==> src/rtl/phm_pkg.sv <==
// Package for the polynomial hash block: widths, stage record and shared helpers.
// Used by the cells and the top level; depends on nothing.
`timescale 1ns / 1ps

package phm_pkg;

    localparam int DIGITS = 5;
    localparam int VEC_W  = 5;
    localparam int W      = 24;
    // One entry stage, then per Horner round W multiply steps and one add step.
    localparam int NSTAGE = 1 + (DIGITS - 1) * (W + 1);

    localparam logic REG_MODULUS = 1'b0;
    localparam logic REG_BASE    = 1'b1;

    localparam logic [W-1:0] MODULUS_RESET = W'(1000003);
    localparam logic [W-1:0] BASE_RESET    = W'(31);

    typedef struct packed {
        logic             valid;
        logic [VEC_W-1:0] vec;
        logic [W-1:0]     acc;
        logic [W-1:0]     r;
    } stage_t;

    // Digits beyond the input field read as zero.
    function automatic logic digit_bit(input logic [VEC_W-1:0] v, input int idx);
        logic b;
        b = 1'b0;
        for (int j = 0; j < VEC_W; j++) begin
            if (j == idx) begin
                b = v[j];
            end
        end
        return b;
    endfunction

    // (digit + 1) reduced mod m; the coefficient is only 1 or 2.
    function automatic logic [W-1:0] coef_mod(input logic d, input logic [W-1:0] m);
        logic [W-1:0] c;
        logic [W-1:0] diff;
        c    = {{(W-2){1'b0}}, d, ~d};
        diff = c;
        if (c >= m) begin
            diff = c - m;
            if (diff >= m) begin
                diff = '0;
            end
        end
        return diff;
    endfunction

endpackage

==> src/rtl/phm_add_cell.sv <==
// Closing step of a Horner round: acc <= (r + digit + 1) mod m, product cleared.
// Depends on phm_pkg for the stage record and the coefficient helper.
`timescale 1ns / 1ps

module phm_add_cell (
    input  logic                  aclk,
    input  logic                  aresetn,
    input  logic                  en,
    input  logic [phm_pkg::W-1:0] modulus,
    input  logic                  digit,
    input  phm_pkg::stage_t       st_in,
    output phm_pkg::stage_t       st_out
);

    phm_pkg::stage_t         st_reg;
    phm_pkg::stage_t         st_next;
    logic [phm_pkg::W:0]     s;
    logic [phm_pkg::W:0]     sred;

    always_comb begin
        s = {1'b0, st_in.r} + {1'b0, phm_pkg::coef_mod(digit, modulus)};
        if (s >= {1'b0, modulus}) begin
            sred = s - {1'b0, modulus};
        end else begin
            sred = s;
        end
        st_next     = st_in;
        st_next.acc = sred[phm_pkg::W-1:0];
        st_next.r   = '0;
    end

    always_ff @(posedge aclk) begin
        if (!aresetn) begin
            st_reg.valid <= 1'b0;
        end else if (en) begin
            st_reg <= st_next;
        end
    end

    assign st_out = st_reg;

endmodule

==> config.mk <==
export PLATFORM = sky130hd
export DESIGN_NAME = phm_add_cell
export DESIGN_NICKNAME = d
export VERILOG_FILES = /design/src/rtl/phm_pkg.sv /design/src/rtl/phm_add_cell.sv
export SDC_FILE = /design/constraint.sdc
export NUM_CORES = 1
export LEC_CHECK = 0
export BUFFER_PORTS_ARGS = -buffer_cell sky130_fd_sc_hd__buf_2
export CAP_MARGIN = 40
export CORE_MARGIN = 3
export CORE_UTILIZATION = 54
export DETAILED_ROUTE_END_ITERATION = 8
export PLACE_DENSITY_LB_ADDON = 0.08
export SLEW_MARGIN = 20
export SYNTH_ARGS = -nofsm -noshare
export SYNTH_HDL_FRONTEND = slang
export SYNTH_SLANG_ARGS = --single-unit
==> constraint.sdc <==
create_clock -name aclk -period 9.3 [get_ports aclk]
set_clock_uncertainty 0.05 [all_clocks]
set_input_delay 1.395 -clock aclk [delete_from_list [all_inputs] [get_ports aclk]]
set_output_delay 1.395 -clock aclk [all_outputs]
set_load 0.005 [all_outputs]
==> reports/metrics.csv <==
stage,metric,value,unit
floorplan,die-area,0.009602,sq mm
yosys,syn_avg_cell_area,8.308,sq um
setup_path,critPathMaxFanout,36,
timing,finalSetupTns,0,ns
clock_network,clockRootBuffer,clkbuf_8,
global_routing,grt_antenna_before_repair,0,
routing,detail_route.wl_per_cell,14.60,um
power_and_ir_drop,ir_drop,0.04707,mV
setup_path,critical_path_required,9.27,ns
setup_path,arrival,8.37,ns
clock_network,clock_sinks,30,
yosys,yosysWarnings,0,
yosys,netlist.area_leader.share,0.1906,
timing,rsz0062_at_grt,no,
yosys,netlist_area,0.004569,sq mm
finish,n_fill_cell,721,
placement,io_buffers,87,
power_and_ir_drop,p_switching,245.5,uW
placement,placed_area,0.005039,sq mm
routing,drt_iter0_markers,209,
floorplan,start_util,0.5735,
yosys,synth_seq_cells,30,
floorplan,fp.dieW,97.99,um
finish,multi_input_area,0.003382,sq mm
timing,period_minus_slack,8.403,ns
yosys,yosysUniqueCellTypes,72,
setup_path,end_kind,register,
routing,vias,4275,
setup_path,cpMaxStageDelayCell,ha_1,
routing,vias_per_cell,5.700,
timing,drv_slew,0,
setup_path,crit_top_cell,nor2_1,
setup_path,critPathLaunchType,input port,
global_routing,grt_pass1_wl,17.91,mm
power_and_ir_drop,seq_power_share,0.287,
clock_network,cts_resized,0,
yosys,yosysSeqAreaShare,0.1950,
yosys,ys.flop_type,edfxtp_1,
yosys,synth-edff-count,29,
clock_network,clockBufferDepth,2,
power_and_ir_drop,p_clk_frac,0.150,
power_and_ir_drop,power.leakage,2.380,nW
placement,hpwl,9.291,mm
power_and_ir_drop,p_int,388.0,uW
finish,drive_gt1_frac,0.1960,
timing,fin_crit_sh,0.9035,
placement,gp_congestion,0.9566,
clock_network,cts-hold-fix-buffers,0,
yosys,synth_cells,550,
timing,setup_viol,0,
yosys,async_reset_ff_frac,0,
timing,whs,0.4756,ns
finish,seqCellArea,890.9,sq um
floorplan,io_pins,136,
global_routing,grt_pass1_vias,3950,
power_and_ir_drop,switching_share,0.3875,
power_and_ir_drop,p_comb_frac,0.563,
run,maxCapViolCount,0,
routing,drc,0,
floorplan,core_area,0.007968,sq mm
clock_network,cts_made_buffers,5,
floorplan,die_y,97.99,um
finish,antenna_cells,0,
routing,postRouteAntennaNets,0,
yosys,synth.largest_area_cell,edfxtp_1,
timing,max_freq,119.0,MHz
yosys,synth.area.top_cells,"edfxtp_1 (19%), ha_1 (18%), a21oi_1 (5.5%), xnor2_1 (5.2%), nor2_1 (4.2%)",
setup_path,cp_slowest_stage_delay,0.48,ns
global_routing,grt_start_max_net_pins,37,
finish,areaGrowthSynthToFinish,12.13,%
outcome,outcome,finished clean,
clock_network,clkTransAtPathRegs,0.06,ns
timing,worst-slew-pin-transition,0.6927,ns
global_routing,track_usage,0.2227,
power_and_ir_drop,power_density,123.6,mW/mm^2
global_routing,grt_overflow,0,
clock_network,cts_tree,done,
finish,design_area,0.005124,sq mm
finish,largest_reg_flops,30,
timing,final-hold-violation-count,0,
timing,slew_headroom,0.5339,
floorplan,rows,32,
clock_network,cts_setup_buffers,0,
routing,routed_wl,10.95,mm
finish,final_nets,796,
min_path,min_path_type,register to register,
clock_network,cts_max_level,2,
routing,dr.pass1.iters,5,
clock_network,worst_skew_pair.late_latency,0.26,ns
setup_path,critical_path_class,input port to register,
-- final timing paths --
| check | startpoint | endpoint | slack, ns | cells past startpoint |
|---|---|---|---|---|
| worst min-delay path | st_out[53] | st_out[53] | 0.48 | 2 |
| worst max register to register | st_out[53] | st_out[53] | 8.66 | 2 |
| worst min register to register | st_out[53] | st_out[53] | 0.48 | 2 |
| worst max-delay path | modulus[7] | st_out[35] | 0.90 | 30 |
-- worst max-delay path, delay by kind of cell --
| kind | cells | cell delay (ns) |
|---|---|---|
| adder cells (fa/ha/maj) | 3 | 1.06 |
| buffers and inverters | 4 | 0.76 |
| AO/OA/AOI/OAI | 9 | 2.09 |
| AND/OR/NAND/NOR | 11 | 2.24 |
| multiplexers | 2 | 0.53 |
| XOR/XNOR | 1 | 0.29 |
-- power groups by stage --
stage	Sequential [mW]	Clock (mW)	Combinational, mW
floorplan	0.189	0	0.270
global placement	0.185	0	0.343
detailed placement	0.185	0	0.349
CTS	0.182	0.0989	0.352
global route	0.184	0.106	0.397
finish	0.182	0.0950	0.356
-- cell usage after synthesis (5+ instances only) --
library cell and number:
nor2b_1 5, xor2_1 11, nand2_1 33, nand4_1 13, mux2_2 6, a21oi_1 50, o21a_1 10, and3_1 8
buf_4 24, o211ai_1 7, inv_1 46, nor2_1 51, xnor2_1 27, nand3_1 16, nor3_1 5, a21o_1 10
mux2i_1 5, ha_1 64, o21ai_0 22, edfxtp_1 29, a31oi_1 8, a211oi_1 6
-- cells by family after synthesis --
| logic type | Yosys count | synth area share |
|---|---|---|
| adders and majority gates | 67 | 0.1884 |
| xor gates and xnor gates | 38 | 0.07284 |
| other | 1 | 0.0008207 |
| and+or+nand+nor | 161 | 0.1791 |
| muxes | 15 | 0.03888 |
| AOI/OAI and AO/OA | 158 | 0.2322 |
| DFF | 30 | 0.1950 |
| buffers and inverters | 80 | 0.09282 |
-- layout make-up --
class	count	area share
Clock inverter	3	0.003175
Multi-Input combinational cell	474	0.6601
Clock buffer	5	0.01343
Timing Repair Buffer	90	0.09084
Tap cell	102	0.02491
Inverter	46	0.03370
Sequential cell	30	0.1739
-- cell usage in the layout, fill, tap and decap left out, types with 4 or more instances in the layout --
cell type	instances
o21ai_0	22
a21o_1	10
ha_1	64
nor2_1	51
nand3b_1	4
buf_2	87
o21bai_1	4
mux2i_1	5
o211ai_1	7
a31oi_1	8
xnor2_1	27
nor2b_1	5
nand3_1	16
nand2_1	33
nand4_1	13
conb_1	35
mux2_2	6
or2_2	4
a211oi_1	6
a21oi_1	50
edfxtp_1	29
and3_1	8
clkbuf_8	5
mux2_4	4
o21a_1	10
xor2_1	11
nor3_1	5
inv_1	46
-- stage by stage --
step	total power [mW]	setup WS, ns	util	cells
detailed placement	0.5342	0.6960	0.6324	742
CTS	0.6328	0.9783	0.6431	750
global route	0.6863	0.1870	0.6431	750
finish	0.6334	0.8970	0.6431	750
global placement	0.5274	0.7611	0.6305	741
floorplan	0.4588	1.855	-	584
-- per-layer routing --
layer | vias up | GRT usage | share of wire
met5 | - | 0 | 0
met4 | 0 | 0.07561 | 0.021
met3 | 19 | 0.02071 | 0.074
met2 | 170 | 0.3534 | 0.44
li1 | 2153 | - | -
met1 | 1933 | 0.3176 | 0.46
Note: power is estimated with default switching activity, not from simulation.
