<file path="src/rtl/phm_pkg.sv">
// Package for the polynomial hash block: widths, stage record and shared helpers.
// Used by the cells and the top level; depends on nothing.
`timescale 1ns / 1ps

package phm_pkg;

    localparam int DIGITS = 5;
    localparam int VEC_W  = 5;
    localparam int W      = 24;
    // One entry stage, then per Horner round W multiply steps and one add step.
    localparam int NSTAGE = 1 + (DIGITS - 1) * (W + 1);

    localparam logic REG_MODULUS = 1'b0;
    localparam logic REG_BASE    = 1'b1;

    localparam logic [W-1:0] MODULUS_RESET = W'(1000003);
    localparam logic [W-1:0] BASE_RESET    = W'(31);

    typedef struct packed {
        logic             valid;
        logic [VEC_W-1:0] vec;
        logic [W-1:0]     acc;
        logic [W-1:0]     r;
    } stage_t;

    // Digits beyond the input field read as zero.
    function automatic logic digit_bit(input logic [VEC_W-1:0] v, input int idx);
        logic b;
        b = 1'b0;
        for (int j = 0; j < VEC_W; j++) begin
            if (j == idx) begin
                b = v[j];
            end
        end
        return b;
    endfunction

    // (digit + 1) reduced mod m; the coefficient is only 1 or 2.
    function automatic logic [W-1:0] coef_mod(input logic d, input logic [W-1:0] m);
        logic [W-1:0] c;
        logic [W-1:0] diff;
        c    = {{(W-2){1'b0}}, d, ~d};
        diff = c;
        if (c >= m) begin
            diff = c - m;
            if (diff >= m) begin
                diff = '0;
            end
        end
        return diff;
    endfunction

endpackage

</file>
<file path="src/rtl/phm_mul_cell.sv">
// One step of an interleaved modular multiply: r <= (2r + bit * acc) mod m.
// Depends on phm_pkg for the stage record and widths.
`timescale 1ns / 1ps

module phm_mul_cell (
    input  logic                  aclk,
    input  logic                  aresetn,
    input  logic                  en,
    input  logic [phm_pkg::W-1:0] modulus,
    input  logic                  base_bit,
    input  phm_pkg::stage_t       st_in,
    output phm_pkg::stage_t       st_out
);

    localparam int TW = phm_pkg::W + 2;

    phm_pkg::stage_t st_reg;
    phm_pkg::stage_t st_next;
    logic [TW-1:0]   t;
    logic [TW-1:0]   m1;
    logic [TW-1:0]   m2;
    logic [TW-1:0]   red;

    // With r and acc below m the sum stays below 3m, so two trial subtractions do.
    always_comb begin
        t  = {1'b0, st_in.r, 1'b0} + {2'b00, (base_bit ? st_in.acc : '0)};
        m1 = {2'b00, modulus};
        m2 = {1'b0, modulus, 1'b0};
        priority if (t >= m2) begin
            red = t - m2;
        end else if (t >= m1) begin
            red = t - m1;
        end else begin
            red = t;
        end
        st_next       = st_in;
        st_next.r     = red[phm_pkg::W-1:0];
    end

    always_ff @(posedge aclk) begin
        if (!aresetn) begin
            st_reg.valid <= 1'b0;
        end else if (en) begin
            st_reg <= st_next;
        end
    end

    assign st_out = st_reg;

endmodule

</file>
<file path="config.mk">
export PLATFORM = sky130hd
export DESIGN_NAME = phm_mul_cell
export DESIGN_NICKNAME = d
export VERILOG_FILES = /design/src/rtl/phm_pkg.sv /design/src/rtl/phm_mul_cell.sv
export SDC_FILE = /design/constraint.sdc
export NUM_CORES = 1
export LEC_CHECK = 0
export BUFFER_PORTS_ARGS = -buffer_cell sky130_fd_sc_hd__buf_2
export CORE_ASPECT_RATIO = 0.7
export CORE_MARGIN = 3
export CORE_UTILIZATION = 55
export CTS_BUF_LIST = sky130_fd_sc_hd__clkbuf_4
export DETAILED_ROUTE_END_ITERATION = 8
export GPL_TIMING_DRIVEN = 1
export PLACE_DENSITY = 0.79
export REMOVE_ABC_BUFFERS = 1
export SLEW_MARGIN = 25
export SYNTH_ARGS = -nofsm -noshare
export SYNTH_HDL_FRONTEND = slang
export SYNTH_SLANG_ARGS = --single-unit
</file>
<file path="constraint.sdc">
create_clock -name aclk -period 10.7 [get_ports aclk]
set_input_delay 2.14 -clock aclk [delete_from_list [all_inputs] [get_ports aclk]]
set_output_delay 2.14 -clock aclk [all_outputs]
set_load 0.03 [all_outputs]
</file>
==> results of run 1 <==
worst max path at each step:
| stage | from | end | cells past startpoint |
|---|---|---|---|
| after global routing | base_bit | st_out[15] | 20 |
| after floorplan | st_in[25] | st_out[10] | 17 |
| final | base_bit | st_out[21] | 20 |
| after detailed placement | base_bit | st_out[21] | 20 |
| after global placement | base_bit | st_out[13] | 20 |
| after CTS | base_bit | st_out[21] | 20 |
metrics by stage:
| step | cell area [um^2] | cells |
|---|---|---|
| 2_1_floorplan | 5750 | 628 |
| 3_3_place_gp | 6610 | 893 |
| 3_5_place_dp | 6610 | 893 |
| 4_1_cts | 6660 | 901 |
| 5_1_grt | 6660 | 901 |
| 6_report | 6660 | 901 |
kinds of logic (layout without fill, tap and decap cells):
| logic type | Yosys count | count (layout) | share of synthesized area, % |
|---|---|---|---|
| AO/OA/AOI/OAI | 192 | 192 | 22.6 |
| AND/OR/NAND/NOR | 192 | 192 | 17.1 |
| adder cells (fa/ha/maj) | 74 | 74 | 16.3 |
| XOR/XNOR | 57 | 57 | 8.58 |
| flip-flops | 54 | 54 | 27.7 |
| buffers and inverters | 46 | 179 | 3.50 |
| multiplexers | 25 | 25 | 4.30 |
final cells by class:
cell class	instances	area share (%)
multi-input cells	540	60.3
flip-flops and latches	54	24.2
repair buffers	137	10.4
well taps	128	2.40
inverters	34	1.92
clock buffers	5	0.563
clock inverters	3	0.319
worst min-delay path, stage by stage, from the launching register on:
cell and delay (ns):
dfxtp_1 0.35, mux2i_1 0.12, nor2b_1 0.06
routing by layer:
| metal | GRT usage [%] | vias up | wire [um] |
|---|---|---|---|
| li1 | - | 2674 | - |
| met1 | 42.9 | 2615 | 8020 |
| met2 | 39.6 | 318 | 6840 |
| met3 | 3.90 | 29 | 1570 |
| met4 | 5.94 | 0 | 261 |
| met5 | 0 | - | 0 |
power by group through the flow:
stage / Clock (uW) / Combinational [uW] / Sequential, uW
2_1_floorplan: 0 / 427 / 343
3_3_place_gp: 0 / 623 / 288
3_5_place_dp: 0 / 640 / 289
4_1_cts: 107 / 644 / 284
5_1_grt: 113 / 718 / 287
6_report: 104 / 659 / 284
layout by cell type (no fill, tap or decap), types with 8 or more instances in the layout:
master	netlist	layout
nand4_1	9	9
a21oi_1	57	57
edfxtp_1	53	53
o21ai_1	8	8
xor2_1	23	23
o21a_1	8	8
ha_1	71	71
mux2i_1	25	25
inv_1	34	34
o21ai_0	22	22
nor3_1	13	13
nor2_1	46	46
and2_1	27	26
nand3_1	17	17
nand2_1	39	39
a21o_1	28	28
a211oi_1	11	11
buf_2	4	135
xnor2_1	34	34
a31oi_1	9	9
cells in the mapped netlist (all sizes together) (17+ instances only):
cell | instances | share of area [%]
nand3 | 17 | 1.5
a21o | 28 | 3.6
o21ai | 31 | 2.7
xnor2 | 34 | 5.1
edfxtp | 53 | 27
ha | 71 | 15
inv | 34 | 2.2
nor2 | 46 | 3.0
nand2 | 39 | 2.5
mux2i | 25 | 4.3
xor2 | 23 | 3.5
a21oi | 59 | 5.2
and2 | 27 | 2.9
==> results.md, run 1 <==
- Initial antenna violation count: 0
- Die span in y: 92.1 um
- Status: finished clean
- R2R Setup Slk: 10.10 ns
- Wire length per cell: 18.5 um
- Share of flip-flops with an asynchronous set or reset: 0%
- Sum Neg Setup Slack: 0 ns
- Power share of the clock group: 9.9%
- Syn Area/Cell: 9.10 um^2
- FF-to-FF Start: st_out[53]
- Slew @ Worst Pin: 0.795 ns
- Endpoints failing hold: 0
- Final setup margin: 3.23 ns
- Longest Clk Path Bufs: 2
- EDFF count, synth: 53
- Initial DRC count: 538
- Slew Viols, Final: 0
- P&R area growth vs syn: 14.5%
- Switching share of power: 47.0%
- Die area: 11,900 um^2
- Post-CTS sizing: 0
- Post-Syn Area: 5820 um^2
- Yosys warnings: 0
- Buffers inserted by post-CTS timing repair: 0
- Sequential Power Share: 27.1%
- Pre-antenna DRT Iters: 5
- Combinational share of power: 62.9%
- Top FF cell, synth: edfxtp_1
- N_diodes: 0
- Crit path cell chain: buf_2 > and2_1 > ha_1 > fa_1 > a211oi_1 > o21ai_1 > and3_1 > a2111oi_0 > o21bai_1 > a21oi_1 > xnor2_1 > ha_1 > and4_1 > a2111oi_0 > a311oi_2 > a21oi_1 > nand3b_1 > nand4b_4 > mux2i_1 > a21oi_1
- Data required time of the worst path: 10.85 ns
- Via density: 6.26
- Crit path buffers/inverters: 1
- Core Footprint: 9980 um^2
- Depth of the worst register-to-register path: 2
- WHS: 0.538 ns
- Reg2Reg Capture Point: st_out[53]
- Hold Path Depth: 2
- Peak supply drop: 0.0730 mV
- Gr usage total: 27.4%
- F_max: 134 MHz
- Critical Path End Type: register
- Fin util: 66.7%
- H-tree depth: 2
- Number of global-route vias before repair: 5,033
- Hpwl dp: 13,500 um
- Critical Path Start Type: input port
- Vias: 5,636
- Synth Instances: 640
- Max stage delay on crit path: 0.54 ns
- Hold-fix buffers, CTS: 0
- CTS tree: done
- CP most frequent cell: a21oi_1
- Net Switching: 492 uW
- # DRC: 0
- Relative slew slack: 46.3%
- HP Class: reg -> reg
- Max reg flops: 54
- Hold EP: st_out[53]
- Pwr Density: 157 nW/um^2
- Critical path class: in -> reg
- Pin count of the biggest net entering global routing: 49
- GRT overflow: 0
- # fillers: 841
- Cell variety after synth: 63
- CTS root buf: clkbuf_4
- CP Max Fanout: 31
- Worst Skew: 0 ns
- Dpl ws: 2.88 ns
- Min cycle time layout: 7.47 ns
- # setup viols final: 0
- HP Start: st_out[53]
- Final nets: 928
- MaxCap Viol Count: 0
- Yosys reg bits: 54
- Critical path arrival: 7.62 ns
- Initial core utilization: 58.3%
- # port buffers: 135
- # rows: 30
- Multi-input logic area: 4020 um^2
- CTS Buf Count: 5
- I/O pin count: 136
- Skew-Pair Late Insertion Delay: 0.39 ns
- Slowest cell on the critical path: nand4b_4
- Internal power: 555 uW
- Post-Route WL: 16,700 um
- Final period util: 69.8%
- Die W: 129 um
- RSZ-0062 raised after global routing: no
- Register area share after synthesis: 27.7%
- FF/Latch Area: 1610 um^2
- Ratio of cells with drive above 1 in the final layout: 20.7%
- Clk sinks: 54
- Power, Total: 1050 uW
- First-pass GRT wire length: 26,000 um
- Routed Antenna Nets: 0
- Leak pwr: 0.00315 uW
- Reg clk slew, reported paths: 0.18 ns
- RD Place Congestion: 1.00
- Critical path's top delay family: compound AO/OA/AOI/OAI gates
Power figures use the tool's default switching activity.
==> run 2: changes to the inputs <==
CORE_UTILIZATION = 51   (was 55)
PLACE_DENSITY = 0.77   (was 0.79)
clock period = 6.5 ns   (was 10.7 ns; I/O delays follow)
==> run 2 against run 1 <==
Net effect: sequential share of layout area fell by 0.55 points; clock skew did not move; utilization is 3.3 points lower; routed wire length is 0.39% higher; power increased by 71%; highest routed layer unchanged; sequential power grew 64%; via count fell by 1.8%; clock power increased by 100%.
==> results.md, run 2 (synthesized netlist as in run 1, its figures left out) <==
- Dpl ws: 0.00881 ns (was 2.88 ns)
- Power, Total: 1790 uW (was 1050 uW)
- CTS tree: done (unchanged)
- Post-Route WL: 16,700 um (about the same)
- First-pass GRT wire length: 26,200 um (was 26,000 um)
- RD Place Congestion: 0.953 (was 1.00)
- CP startpoint: base_bit (unchanged)
- Number of global-route vias before repair: 5,164 (was 5,033)
- Routed Antenna Nets: 0 (unchanged)
- Pre-antenna DRT Iters: 5 (unchanged)
- Die span in y: 95.4 um (was 92.1 um)
- R2R Setup Slk: 5.89 ns (was 10.10 ns)
- Vias: 5,533 (was 5,636)
- CTS Buf Count: 5 (unchanged)
- # rows: 31 (was 30)
- Worst Skew: 0 ns (unchanged)
- Initial core utilization: 54.2% (was 58.3%)
- MaxCap Viol Count: 0 (unchanged)
- Relative slew slack: 59.6% (was 46.3%)
- Max reg flops: 54 (unchanged)
- Hold-fix buffers, CTS: 0 (unchanged)
- CTS root buf: clkbuf_4 (unchanged)
- Critical path arrival: 6.38 ns (was 7.62 ns)
- Endpoints failing hold: 0 (unchanged)
- Critical Path Start Type: input port (unchanged)
- Final nets: 937 (was 928)
- RSZ-0062 raised after global routing: no (unchanged)
- Fin area: 6820 um^2 (was 6660 um^2)
- Slew Viols, Final: 0 (unchanged)
- Slew @ Worst Pin: 0.602 ns (was 0.795 ns)
- GRT overflow: 0 (unchanged)
- Gr usage total: 25.7% (was 27.4%)
- # DRC: 0 (unchanged)
- Die W: 134 um (was 129 um)
- Post-DP Area: 6740 um^2 (was 6610 um^2)
- Setup crit end: st_out[16] (was st_out[21])
- Via density: 5.95 (was 6.26)
- Buffers inserted by post-CTS timing repair: 0 (unchanged)
- F_max: 163 MHz
- # setup viols final: 0 (unchanged)
- Longest Clk Path Bufs: 2 (unchanged)
- Status: finished clean (unchanged)
- Pwr Density: 262 nW/um^2 (was 157 nW/um^2)
- Initial antenna violation count: 0 (unchanged)
- I/O pin count: 136 (unchanged)
- Pin count of the biggest net entering global routing: 40 (was 49)
- Skew-Pair Late Insertion Delay: 0.38 ns (was 0.39 ns)
- Most frequent cells in the layout: buf_2 (135), ha_1 (71), a21oi_1 (57), edfxtp_1 (53), nor2_1 (46) (unchanged)
- Final period util: 94.6%
- Post-CTS sizing: 0 (unchanged)
- Critical path class: in -> reg (unchanged)
- Reg clk slew, reported paths: 0.17 ns (was 0.18 ns)
- Die area: 12,800 um^2 (was 11,900 um^2)
- H-tree depth: 2 (unchanged)
- Core Footprint: 10,700 um^2 (was 9980 um^2)
- Ratio of cells with drive above 1 in the final layout: 21.7% (was 20.7%)
- Leak pwr: 0.00322 uW (was 0.00315 uW)
- Data required time of the worst path: 6.73 ns (was 10.85 ns)
- Final setup margin: 0.351 ns (was 3.23 ns)
- # port buffers: 135 (unchanged)
- Critical Path End Type: register (unchanged)
- Reg2Reg Capture Point: st_out[53] (unchanged)
- Clk sinks: 54 (unchanged)
- Initial DRC count: 540 (was 538)
- HP Class: reg -> reg (unchanged)
- FF-to-FF Start: st_out[53] (unchanged)
- Wire length per cell: 18.0 um (was 18.5 um)
- N_diodes: 0 (unchanged)
- Commonest non-fill, non-tap cell in the layout: buf_2 (unchanged)
- Hpwl dp: 13,700 um (was 13,500 um)
- Depth of the worst register-to-register path: 2 (unchanged)
- Peak supply drop: 0.104 mV (was 0.0730 mV)
- Min cycle time layout: 6.15 ns
- CP Max Fanout: 15 (was 31)
- P&R area growth vs syn: 17.2% (was 14.5%)
## run 2: changes by cell type in the layout (fill, tap and decap cells not counted), sizes merged
cell	before	now
buf	137	146
clkinv	3	1
bufinv	0	1
inv	34	35
## run 2: worst min path at each step
stage,startpoint,to,slack (ns),depth (start not counted)
3_5_place_dp,st_out[53],st_out[53],0.52,2
2_1_floorplan,st_out[53],st_out[53],0.64,2
5_1_grt,st_out[53],st_out[53],0.62,2
3_3_place_gp,st_out[53],st_out[53],0.49,2
6_report,st_out[53],st_out[53],0.55,2
4_1_cts,st_out[53],st_out[53],0.55,2
## run 2: where the power goes
group | total [uW] | internal [uW] | switching (uW)
sequential | 466 | 454 | 12.1
combinational | 1110 | 438 | 669
clock | 213 | 83.3 | 129
## run 2: metrics by stage
| step | hold WS (ns) | cells | util (%) | setup TNS (ns) |
|---|---|---|---|---|
| 3_3_place_gp | 0.490 | 922 | 62.7 | 0 |
| 2_1_floorplan | 0.640 | 628 | - | -11.08 |
| 3_5_place_dp | 0.525 | 922 | 62.7 | 0 |
| 5_1_grt | 0.616 | 930 | 63.5 | 0 |
| 4_1_cts | 0.546 | 930 | 63.5 | 0 |
| 6_report | 0.551 | 930 | 63.5 | 0 |
## run 2: routing by layer
layer / GRT usage (%) / wire, um / up-vias
met5: 0 / 0 / -
met4: 5.99 / 301 / 0
met3: 5.01 / 1700 / 30
met2: 38.4 / 6870 / 284
met1: 38.3 / 7870 / 2528
li1: - / - / 2691
## run 2: critical path: stages
cell,delay [ns]
buf_2,0.17
and2_1,0.16
ha_1,0.22
fa_1,0.44
a211oi_1,0.34
o21ai_1,0.13
and4b_1,0.24
o31ai_2,0.25
a21oi_1,0.19
a31oi_1,0.24
xnor2_1,0.28
ha_1,0.39
nand4_1,0.16
nor3_1,0.08
a221oi_1,0.37
nand2_1,0.08
or4_1,0.47
a211oi_4,0.29
buf_4,0.27
nand2_1,0.08
o221ai_1,0.19
## run 2: area by class of cell
class                   count  area (um^2)
multi-input cells         540         4020
inverters                  34          128
fillers                   959         3920
repair buffers            146          796
flip-flops and latches     54         1610
well taps                 148          185
clock inverters             3         47.5
clock buffers               5         37.5
